$ cat src/hdl/spq_pkg.sv
// Shared types and codes for the sorted priority queue.
// No dependencies; imported by every module under hdl.
package spq_pkg;

  localparam int ValueW    = 32;
  localparam int PrioW     = 16;
  localparam int CountOutW = 4;
  localparam int StatusW   = 2;
  localparam int InDataW   = 48;
  localparam int OutDataW  = 72;

  localparam logic MODE_ENQ = 1'b0;
  localparam logic MODE_DEQ = 1'b1;

  localparam logic [StatusW-1:0] STATUS_OK        = 2'd0;
  localparam logic [StatusW-1:0] STATUS_OVERFLOW  = 2'd1;
  localparam logic [StatusW-1:0] STATUS_UNDERFLOW = 2'd2;

  typedef enum logic {
    SPQ_IDLE,
    SPQ_EXEC
  } spq_state_t;

  typedef struct packed {
    logic capture;
    logic commit;
  } spq_cmd_t;

  typedef struct packed {
    logic out_valid;
  } spq_stat_t;

endpackage

$ cat src/hdl/spq_ctrl.sv
// Controller for the sorted priority queue: sequences capture and commit.
// Depends on spq_pkg.
module spq_ctrl
  import spq_pkg::*;
(
  input  logic      clk,
  input  logic      rst,
  input  logic      s_tvalid,
  output logic      s_tready,
  input  logic      m_tready,
  input  spq_stat_t stat,
  output spq_cmd_t  cmd
);

  spq_state_t state;
  spq_state_t state_next;

  always_ff @(posedge clk) begin
    if (rst) begin
      state <= SPQ_IDLE;
    end else begin
      state <= state_next;
    end
  end

  always_comb begin
    state_next = state;
    unique case (state)
      SPQ_IDLE: begin
        if (s_tvalid) begin
          state_next = SPQ_EXEC;
        end
      end
      SPQ_EXEC: begin
        if (!stat.out_valid || m_tready) begin
          state_next = SPQ_IDLE;
        end
      end
      default: state_next = SPQ_IDLE;
    endcase
  end

  always_comb begin
    s_tready    = 1'b0;
    cmd.capture = 1'b0;
    cmd.commit  = 1'b0;
    unique case (state)
      SPQ_IDLE: begin
        s_tready    = 1'b1;
        cmd.capture = s_tvalid;
      end
      SPQ_EXEC: begin
        cmd.commit = !stat.out_valid || m_tready;
      end
      default: begin
        s_tready = 1'b0;
      end
    endcase
  end

  a_capture_to_exec: assert property (@(posedge clk) disable iff (rst)
    cmd.capture |=> state == SPQ_EXEC)
    else $error("capture did not enter execute");

  a_no_cmd_overlap: assert property (@(posedge clk) disable iff (rst)
    !(cmd.capture && cmd.commit))
    else $error("capture and commit together");

  a_commit_returns: assert property (@(posedge clk) disable iff (rst)
    cmd.commit |=> state == SPQ_IDLE)
    else $error("commit did not return to idle");

endmodule

$ cat src/hdl/spq_dp.sv
// Datapath for the sorted priority queue: shift-register entry store with
// parallel priority compare, input capture and output register.
// Depends on spq_pkg.
module spq_dp
  import spq_pkg::*;
#(
  parameter int QUEUE_DEPTH = 8
) (
  input  logic                clk,
  input  logic                rst,
  input  logic [InDataW-1:0]  s_tdata,
  input  logic                s_tuser,
  output logic                m_tvalid,
  input  logic                m_tready,
  output logic [OutDataW-1:0] m_tdata,
  output logic [StatusW-1:0]  m_tuser,
  input  spq_cmd_t            cmd,
  output spq_stat_t           stat
);

  localparam int CntW = $clog2(QUEUE_DEPTH + 1);

  logic                     in_mode;
  logic signed [ValueW-1:0] in_val;
  logic signed [PrioW-1:0]  in_pri;

  logic signed [ValueW-1:0] val      [QUEUE_DEPTH];
  logic signed [PrioW-1:0]  pri      [QUEUE_DEPTH];
  logic signed [ValueW-1:0] val_next [QUEUE_DEPTH];
  logic signed [PrioW-1:0]  pri_next [QUEUE_DEPTH];
  logic signed [ValueW-1:0] val_dn   [QUEUE_DEPTH];
  logic signed [PrioW-1:0]  pri_dn   [QUEUE_DEPTH];
  logic signed [ValueW-1:0] val_up   [QUEUE_DEPTH];
  logic signed [PrioW-1:0]  pri_up   [QUEUE_DEPTH];

  logic [QUEUE_DEPTH-1:0]   ge;
  logic [QUEUE_DEPTH-1:0]   ge_prev;
  logic [CntW-1:0]          count;
  logic [CntW-1:0]          count_next;
  logic                     full;
  logic signed [ValueW-1:0] removed;
  logic [StatusW-1:0]       status;
  logic signed [ValueW-1:0] front;

  always_ff @(posedge clk) begin
    if (cmd.capture) begin
      in_mode <= s_tuser;
      in_val  <= s_tdata[ValueW-1:0];
      in_pri  <= s_tdata[ValueW+PrioW-1:ValueW];
    end
  end

  // Held entries sit at or ahead of a new one of equal or lower priority.
  always_comb begin
    for (int i = 0; i < QUEUE_DEPTH; i++) begin
      ge[i] = (count > CntW'(i)) && (pri[i] >= in_pri);
    end
  end

  assign ge_prev = {ge[QUEUE_DEPTH-2:0], 1'b1};
  assign full    = count == CntW'(QUEUE_DEPTH);

  always_comb begin
    val_dn[0] = in_val;
    pri_dn[0] = in_pri;
    for (int i = 1; i < QUEUE_DEPTH; i++) begin
      val_dn[i] = val[i-1];
      pri_dn[i] = pri[i-1];
    end
    val_up[QUEUE_DEPTH-1] = val[QUEUE_DEPTH-1];
    pri_up[QUEUE_DEPTH-1] = pri[QUEUE_DEPTH-1];
    for (int i = 0; i < QUEUE_DEPTH - 1; i++) begin
      val_up[i] = val[i+1];
      pri_up[i] = pri[i+1];
    end
  end

  always_comb begin
    val_next   = val;
    pri_next   = pri;
    count_next = count;
    removed    = '0;
    status     = STATUS_OK;
    if (in_mode == MODE_ENQ) begin
      if (full) begin
        status = STATUS_OVERFLOW;
      end else begin
        for (int i = 0; i < QUEUE_DEPTH; i++) begin
          if (!ge[i]) begin
            if (ge_prev[i]) begin
              val_next[i] = in_val;
              pri_next[i] = in_pri;
            end else begin
              val_next[i] = val_dn[i];
              pri_next[i] = pri_dn[i];
            end
          end
        end
        count_next = count + 1'b1;
      end
    end else begin
      if (count == '0) begin
        status = STATUS_UNDERFLOW;
      end else begin
        removed    = val[0];
        val_next   = val_up;
        pri_next   = pri_up;
        count_next = count - 1'b1;
      end
    end
  end

  assign front = (count_next != '0) ? val_next[0] : '0;

  always_ff @(posedge clk) begin
    if (cmd.commit) begin
      val     <= val_next;
      pri     <= pri_next;
      m_tdata <= {2'b00,
                  count_next == CntW'(QUEUE_DEPTH),
                  CountOutW'(count_next),
                  count_next != '0,
                  front,
                  removed};
      m_tuser <= status;
    end
  end

  always_ff @(posedge clk) begin
    if (rst) begin
      count    <= '0;
      m_tvalid <= 1'b0;
    end else begin
      if (cmd.commit) begin
        count    <= count_next;
        m_tvalid <= 1'b1;
      end else if (m_tready) begin
        m_tvalid <= 1'b0;
      end
    end
  end

  assign stat.out_valid = m_tvalid;

  a_count_bound: assert property (@(posedge clk) disable iff (rst)
    count <= CntW'(QUEUE_DEPTH))
    else $error("entry count above depth");

  a_count_hold: assert property (@(posedge clk) disable iff (rst)
    !cmd.commit |=> $stable(count))
    else $error("count moved without commit");

  a_commit_output: assert property (@(posedge clk) disable iff (rst)
    cmd.commit |=> m_tvalid)
    else $error("commit did not present a result");

  a_no_lost_result: assert property (@(posedge clk) disable iff (rst)
    cmd.commit |-> (!m_tvalid || m_tready))
    else $error("result overwritten while stalled");

endmodule

$ cat src/hdl/sorted_priority_queue.sv
// Sorted priority queue, top level: bounded queue kept in descending
// priority order, FIFO order among equal priorities.
// Depends on spq_pkg, spq_ctrl and spq_dp.
//
// Input stream (s_*): one transfer per operation. s_tuser selects enqueue
// (0) or dequeue (1); s_tdata carries the value and priority to enqueue.
// Output stream (m_*): exactly one transfer per operation, in order,
// carrying the removed value, front value and flag, count and full flag;
// m_tuser carries the status (ok, overflow, underflow).
// The input transfer loads the capture register and enters execute; execute
// registers the result once the output register is free, and m_tvalid rises.
// Inputs are taken only in idle, so a new operation waits until the last one
// has committed its shift/insert over the entry registers.
// An input is taken while the previous result still waits on m_tready; its
// commit then waits until the output register is free.
// Reset empties the queue and drops any pending result; entry contents are
// left as they are and never read until rewritten.
module sorted_priority_queue
  import spq_pkg::*;
#(
  parameter int QUEUE_DEPTH = 8
) (
  input  logic                clk,
  input  logic                rst,
  input  logic                s_tvalid,
  output logic                s_tready,
  input  logic [InDataW-1:0]  s_tdata,  // item_value[31:0], item_priority[47:32]
  input  logic                s_tuser,  // mode[0]
  output logic                m_tvalid,
  input  logic                m_tready,
  output logic [OutDataW-1:0] m_tdata,  // removed_value[31:0], front_value[63:32],
                                        // front_valid[64], entry_count[68:65],
                                        // queue_full[69], zero[71:70]
  output logic [StatusW-1:0]  m_tuser   // status[1:0]
);

  spq_cmd_t  cmd;
  spq_stat_t stat;

  spq_ctrl u_ctrl (
    .clk      (clk),
    .rst      (rst),
    .s_tvalid (s_tvalid),
    .s_tready (s_tready),
    .m_tready (m_tready),
    .stat     (stat),
    .cmd      (cmd)
  );

  spq_dp #(
    .QUEUE_DEPTH (QUEUE_DEPTH)
  ) u_dp (
    .clk      (clk),
    .rst      (rst),
    .s_tdata  (s_tdata),
    .s_tuser  (s_tuser),
    .m_tvalid (m_tvalid),
    .m_tready (m_tready),
    .m_tdata  (m_tdata),
    .m_tuser  (m_tuser),
    .cmd      (cmd),
    .stat     (stat)
  );

endmodule

$ cat config.mk
export PLATFORM = sky130hd
export DESIGN_NAME = sorted_priority_queue
export DESIGN_NICKNAME = d
export VERILOG_FILES = /design/src/hdl/spq_pkg.sv /design/src/hdl/spq_ctrl.sv /design/src/hdl/spq_dp.sv /design/src/hdl/sorted_priority_queue.sv
export SDC_FILE = /design/constraint.sdc
export NUM_CORES = 1
export LEC_CHECK = 0
export ABC_AREA = 1
export BUFFER_PORTS_ARGS = -buffer_cell sky130_fd_sc_hd__buf_2
export CAP_MARGIN = 20
export CORE_ASPECT_RATIO = 2
export CORE_MARGIN = 1
export CORE_UTILIZATION = 55
export CTS_CLUSTER_DIAMETER = 40
export CTS_CLUSTER_SIZE = 20
export DETAILED_ROUTE_END_ITERATION = 12
export MAX_ROUTING_LAYER = met4
export PLACE_DENSITY = 0.73
export SLEW_MARGIN = 20
export SYNTH_ARGS = -nofsm -noshare
export SYNTH_HDL_FRONTEND = slang
export SYNTH_SLANG_ARGS = --single-unit
$ cat constraint.sdc
create_clock -name clk -period 7.7 [get_ports clk]
set_input_delay 0.385 -clock clk [delete_from_list [all_inputs] [get_ports clk]]
set_output_delay 0.385 -clock clk [all_outputs]
set_load 0.05 [all_outputs]
### Yosys cells after proc, flatten, opt, wreduce, memory -nomap -nowiden

Cells that the tools add are included.

* input bits: 53
* register bits after elaboration: 511

* muxes and demuxes: 50
* order comparisons: 16
* equality and inequality tests: 11
* add/subtract/negate cells: 2
* reduce and logical (&&, ||, !) cells: 22
* bitwise gates (word level): 4

Operator list (number)
* $mux 256: 3
* $mux 32: 15
* $mux 128: 3
* $mux 16: 15
* $ge 16x16->1: 8
* $reduce_and 4->1: 8
* $gt 4x3->1 const B: 4
* $ne 2x1->1 const B: 8
* $mux 4: 3
* $eq 4x4->1 const B: 2
* $gt 4x1->1 const B: 2
* $gt 4x2->1 const B: 2
* $logic_and 1x1->1: 8
* $mux 1: 8
* $add 4x1->4 const B: 1
* $logic_not 4->1: 1
* $mux 2: 2
* $not 1->1: 4
* $reduce_bool 4->1: 1
* $sub 4x1->4 const B: 1
* $ne 2x2->1 const B: 1
* $pmux 1 s2: 1
* $reduce_bool 2->1: 1
* $reduce_or 2->1: 1
* other kinds (2): 2

### Logic depth before layout (Yosys ltp)

* word-level depth: 6
* depth in mapped cells: 19
* mapped depth without buffers: 17

### Modules after synthesis

From an unflattened synthesis, not the netlist that was laid out.

* cells, all modules: 3218
* area total of the unflattened synthesis: 28456.0 um2

Modules (own cells, without submodules)
* spq_dp: instances 1, seq. area each 15264.6 um2, cells each 3210, area an instance 28401.0 um2
* spq_ctrl: instances 1, seq. area each 20.0 um2, cells each 8, area an instance 55.1 um2

### Worst setup path before layout

OpenSTA, ideal clock, no wires.

* path type: register to register
* start: register u_dp.m_tvalid
* end: register u_dp.pri[0] (netlist name), enable pin
* path slack: 1.865 ns
* setup time: 0.469 ns
* required time: 7.231 ns
* stages on the path, launching flop included: 6
* arrival: 5.366 ns
* cell sequence: dfxtp_1 -> nand2_1 -> nand2_1 -> inv_1 -> nand2_1 -> a21oi_1

RTL lines
* from (decl): RTL line spq_dp.sv:13 `output logic m_tvalid,`
* from (signal assigned): RTL line spq_dp.sv:132 `m_tvalid <= 1'b0;`
* from (signal assigned): RTL line spq_dp.sv:136 `m_tvalid <= 1'b1;`
* from (signal assigned): RTL line spq_dp.sv:138 `m_tvalid <= 1'b0;`
* to (signal assigned): RTL line spq_dp.sv:118 `pri <= pri_next;`
* to (decl): RTL line spq_dp.sv:28 `logic signed [PrioW-1:0] pri [QUEUE_DEPTH];`

### Worst setup path after layout

* start: register u_dp.in_pri[9]
* end: register u_dp.val[212] (netlist name), enable pin

* word-level cells in the longest chain between the ends: 4

Ends and longest elaborated chain
* from (decl): RTL line spq_dp.sv:25 `logic signed [PrioW-1:0] in_pri;`
* from (signal assigned): RTL line spq_dp.sv:49 `in_pri <= s_tdata[ValueW+PrioW-1:ValueW];`
* $ge 16x16->1: RTL line spq_dp.sv:56 `ge[i] = (count > CntW'(i)) && (pri[i] >= in_pri);`
* $logic_and 1x1->1: RTL line spq_dp.sv:56
* $ne 2x1->1 (no source line)
* $reduce_and 4->1 (no source line)
* to (signal assigned): RTL line spq_dp.sv:117 `val <= val_next;`
* to (decl): RTL line spq_dp.sv:27 `logic signed [ValueW-1:0] val [QUEUE_DEPTH];`

No other way between the ends.
A chain may end at the register's enable or synchronous reset.

==> flow_summary_export.csv <==
group,metric,value,unit
critical_path,end_kind,"register",
synth,yosys.cell_count.top_type,"sky130_fd_sc_hd__nand2_1",
synth,yosys_register_bits,511,
clocking,cts-htree-levels,2,
synth,synthesis.yosys.warnings,0,
timing,max_slew.worst_pin.slew,1.16,ns
route,remaining_drc_errors,0,
critical_path,cp_max_fo,65,
critical_path,cpMostUsedCell,"sky130_fd_sc_hd__buf_4",
timing,min_period_over_period,60.5,%
clocking,cts_buffer_depth,3,
critical_path,cell_family_contributing_the_most_delay_on_the_critical_path,"buffers and inverters",
synth,synthArstFlopShare,0,%
timing,hold_viol,0,
timing,fmax,215,MHz
route,dr.first_iter.drc_count,2539,
place,buffer_ports.inserted,126,
synth,synth_top_area_cell,"sky130_fd_sc_hd__edfxtp_1",
timing,post-route-min-period,4.66,ns
finish,nFillCells,4333,
route,drt-wirelength-per-cell,23.8,µm
critical_path,cp_slowest_stage_delay,0.69,ns
flow_run,drv.max_cap_violation_count,0,
synth,synth_enable_flop_cells,505,
floorplanning,fp-row-count,116,
power,cellPowerDensity,237,nW/µm²
place,hpwlAfterDp,57.8,mm
route,drt-vias-per-instance,6.15,
finish,area_added_between_synthesis_and_finish,10.9,%
timing,timing.slew.headroom,23.0,%
clocking,clock_latency_on_the_worst_skew_pair,0.61,ns
floorplanning,ioPinCount,129,
global_route,globalRouteOverflowTotal,0,
worst_hold_path,holdCritPathClass,"input pin to register",
clocking,tritoncts,"built",
timing,finalMaxSlewViolations,0,
critical_path,critical_path.cell_chain,"inv_1 -> ha_1 -> a21o_1 -> nand3_1 -> a21oi_1 -> nor2_1 -> nand2_1 -> nand2_1 -> nand3_2 -> buf_4 -> nand2_2 -> buf_4 -> o21ai_0 -> inv_2 -> buf_4",
critical_path,critical_path_data_required_time,7.93,ns
synth,yosysSeqAreaShare,54.3,%
place,gpl.final_weighted_congestion,1.02,
synth,synth_area,28100,µm²
clocking,cts_num_sinks,511,
route,vias,23800,
floorplanning,initial_utilization,56.0,%
synth,synthesized_instance_count,3122,
clocking,cts-buffers-inserted,45,
finish,final_cell_utilization_of_the_core,62.1,%
global_route,groute.usage.overall,36.5,%
floorplanning,fp.dieH,322,µm
synth,yosys.area.top_type_share,53.9,%
run_status,outcome,"finished clean",
synth,yosys-top-cells-area,"sky130_fd_sc_hd__edfxtp_1 (54%), sky130_fd_sc_hd__nand2_1 (10%), sky130_fd_sc_hd__ha_1 (5.9%)",
critical_path,critical_path.slowest_cell,"sky130_fd_sc_hd__buf_4",
timing,rsz_0062_raised_after_global_routing,"no",
timing,totalNegativeSetupSlack,0,ns
route,routed_wl,92.4,mm
power,max-vdd-ir-drop,0.000230,V
synth,netlist-cell-type-count,42,
power,static-leakage-power,13.5,nW
route,drt.antenna.violating_nets,0,
critical_path,path_buf_inv,5,
synth,synth_common_cells,"sky130_fd_sc_hd__nand2_1 (755), sky130_fd_sc_hd__edfxtp_1 (505), sky130_fd_sc_hd__inv_1 (335), sky130_fd_sc_hd__nand3_1 (258), sky130_fd_sc_hd__a21oi_1 (228)",
critical_path,worst-endpoint-arrival,4.88,ns
timing,count_of_final_setup_violators,0,
synth,post_synth.cell_area_avg,9.01,µm²
finish,drive_above_1_share,9.74,%
synth,synth_ff_type,"sky130_fd_sc_hd__edfxtp_1",
floorplanning,die-width,162,µm
floorplanning,die-area,52100,µm²
route,drt-pass1-iter-count,6,
global_route,number_of_global_route_vias_before_repair,23700,
clocking,clkSlewWorstSetupHoldPaths,0.08,ns
global_route,number_of_antenna_violations_at_the_first_check_in_global_routing,3,
floorplanning,core,50200,µm²
clocking,cts_root_buffer,"sky130_fd_sc_hd__clkbuf_16",
global_route,first_pass_grt_wire_length,137,mm
timing,finClkSkew,0.0269,ns
global_route,grt_max_degree,104,
critical_path,timing.setup.critical_path_class,"register to register",
finish,final_nets,3372,
critical_path,worstSetupStartpointType,"register",
## final cells by class
cell class | instances | area, µm² | area share [%]
well taps | 649 | 812 | 2.60
diodes | 3 | 7.51 | 0.0241
inverters | 343 | 1310 | 4.19
clock buffers | 50 | 1190 | 3.81
repair buffers | 209 | 1430 | 4.57
flip-flops and latches | 511 | 15300 | 49.0
multi-input cells | 2077 | 10800 | 34.5
clock inverters | 33 | 407 | 1.30
## cell usage in the layout, fill, tap and decap left out, types with 4 or more instances in the layout
cell type	count
sky130_fd_sc_hd__nand2_4	4
sky130_fd_sc_hd__o22ai_1	147
sky130_fd_sc_hd__clkbuf_16	47
sky130_fd_sc_hd__nor2_1	223
sky130_fd_sc_hd__nand2_2	8
sky130_fd_sc_hd__buf_2	126
sky130_fd_sc_hd__inv_1	328
sky130_fd_sc_hd__nand3_1	257
sky130_fd_sc_hd__dfxtp_1	6
sky130_fd_sc_hd__inv_6	7
sky130_fd_sc_hd__buf_4	35
sky130_fd_sc_hd__nor2_4	5
sky130_fd_sc_hd__inv_2	6
sky130_fd_sc_hd__inv_4	4
sky130_fd_sc_hd__a21oi_1	226
sky130_fd_sc_hd__nand2_1	749
sky130_fd_sc_hd__edfxtp_1	505
sky130_fd_sc_hd__a21o_1	6
sky130_fd_sc_hd__o21a_1	6
sky130_fd_sc_hd__a21oi_2	11
sky130_fd_sc_hd__o21ai_1	71
sky130_fd_sc_hd__ha_1	132
sky130_fd_sc_hd__nand4_1	8
sky130_fd_sc_hd__nand3_2	13
sky130_fd_sc_hd__inv_8	10
sky130_fd_sc_hd__a22oi_1	32
sky130_fd_sc_hd__o21ai_0	147
sky130_fd_sc_hd__clkinv_2	6
sky130_fd_sc_hd__dlygate4sd3_1	45
sky130_fd_sc_hd__nor2_2	6
## path summary, 6_finish.rpt
path               endpoint      startpoint  slack [ns]  cells after the start
max           u_dp.val[212]  u_dp.in_pri[9]        3.04                     15
min          u_dp.in_pri[2]     s_tdata[34]        0.02                      1
min reg2reg   u_dp.m_tvalid   u_dp.m_tvalid        0.51                      2
max reg2reg   u_dp.val[212]  u_dp.in_pri[9]        3.04                     15
## kinds of logic after synthesis
family,synth area share [%]
compound gates,12.9
xor+xnor,0.120
fa+ha+maj,5.87
buf+inv,7.80
flops,54.3
other cells,0.0133
simple gates,18.9
## state kept, by name (all words and copies together) (netlist names)
register,count
u_dp.pri,128
u_dp.m_tuser,2
u_dp.m_tvalid,1
u_ctrl.state,1
u_dp.in_mode,1
u_dp.in_pri,16
u_dp.val,256
u_dp.m_tdata,70
u_dp.in_val,32
u_dp.count,4
## power breakdown
part / internal [mW] / switching [mW] / leakage (nW) / total, mW
logic: 0.369 / 1.05 / 7.90 / 1.42
registers: 3.34 / 0.123 / 4.79 / 3.47
clock network: 1.28 / 1.22 / 0.773 / 2.50
total: 5.00 / 2.39 / 13.5 / 7.39
## stage by stage
step | instance area (µm²) | cells | power (mW) | hold WS [ns] | worst slack, ns
final | 31200 | 3875 | 7.39 | 0.0171 | 3.04
after global routing | 31200 | 3875 | 7.62 | 0.00619 | 2.80
after CTS | 31200 | 3871 | 7.38 | 0.00352 | 3.13
after detailed placement | 29100 | 3743 | 4.90 | 0.498 | 3.11
after global placement | 29100 | 3741 | 4.86 | 0.475 | 3.15
after floorplan | 28100 | 3123 | 4.43 | 0.454 | 1.86
## metal layers
metal  wire length [µm]  global-route usage, %
met4               7100                   25.4
met5                  0                      -
met2              47000                   62.6
met1              31700                   39.1
met3               6610                   4.22
## repair_timing
item,4_1_cts,5_1_grt
gates resized for setup,0,0
hold buffers,45,0
hold endpoints to repair,46,0
setup buffers,0,0
Note: power is estimated with default switching activity, not from simulation.
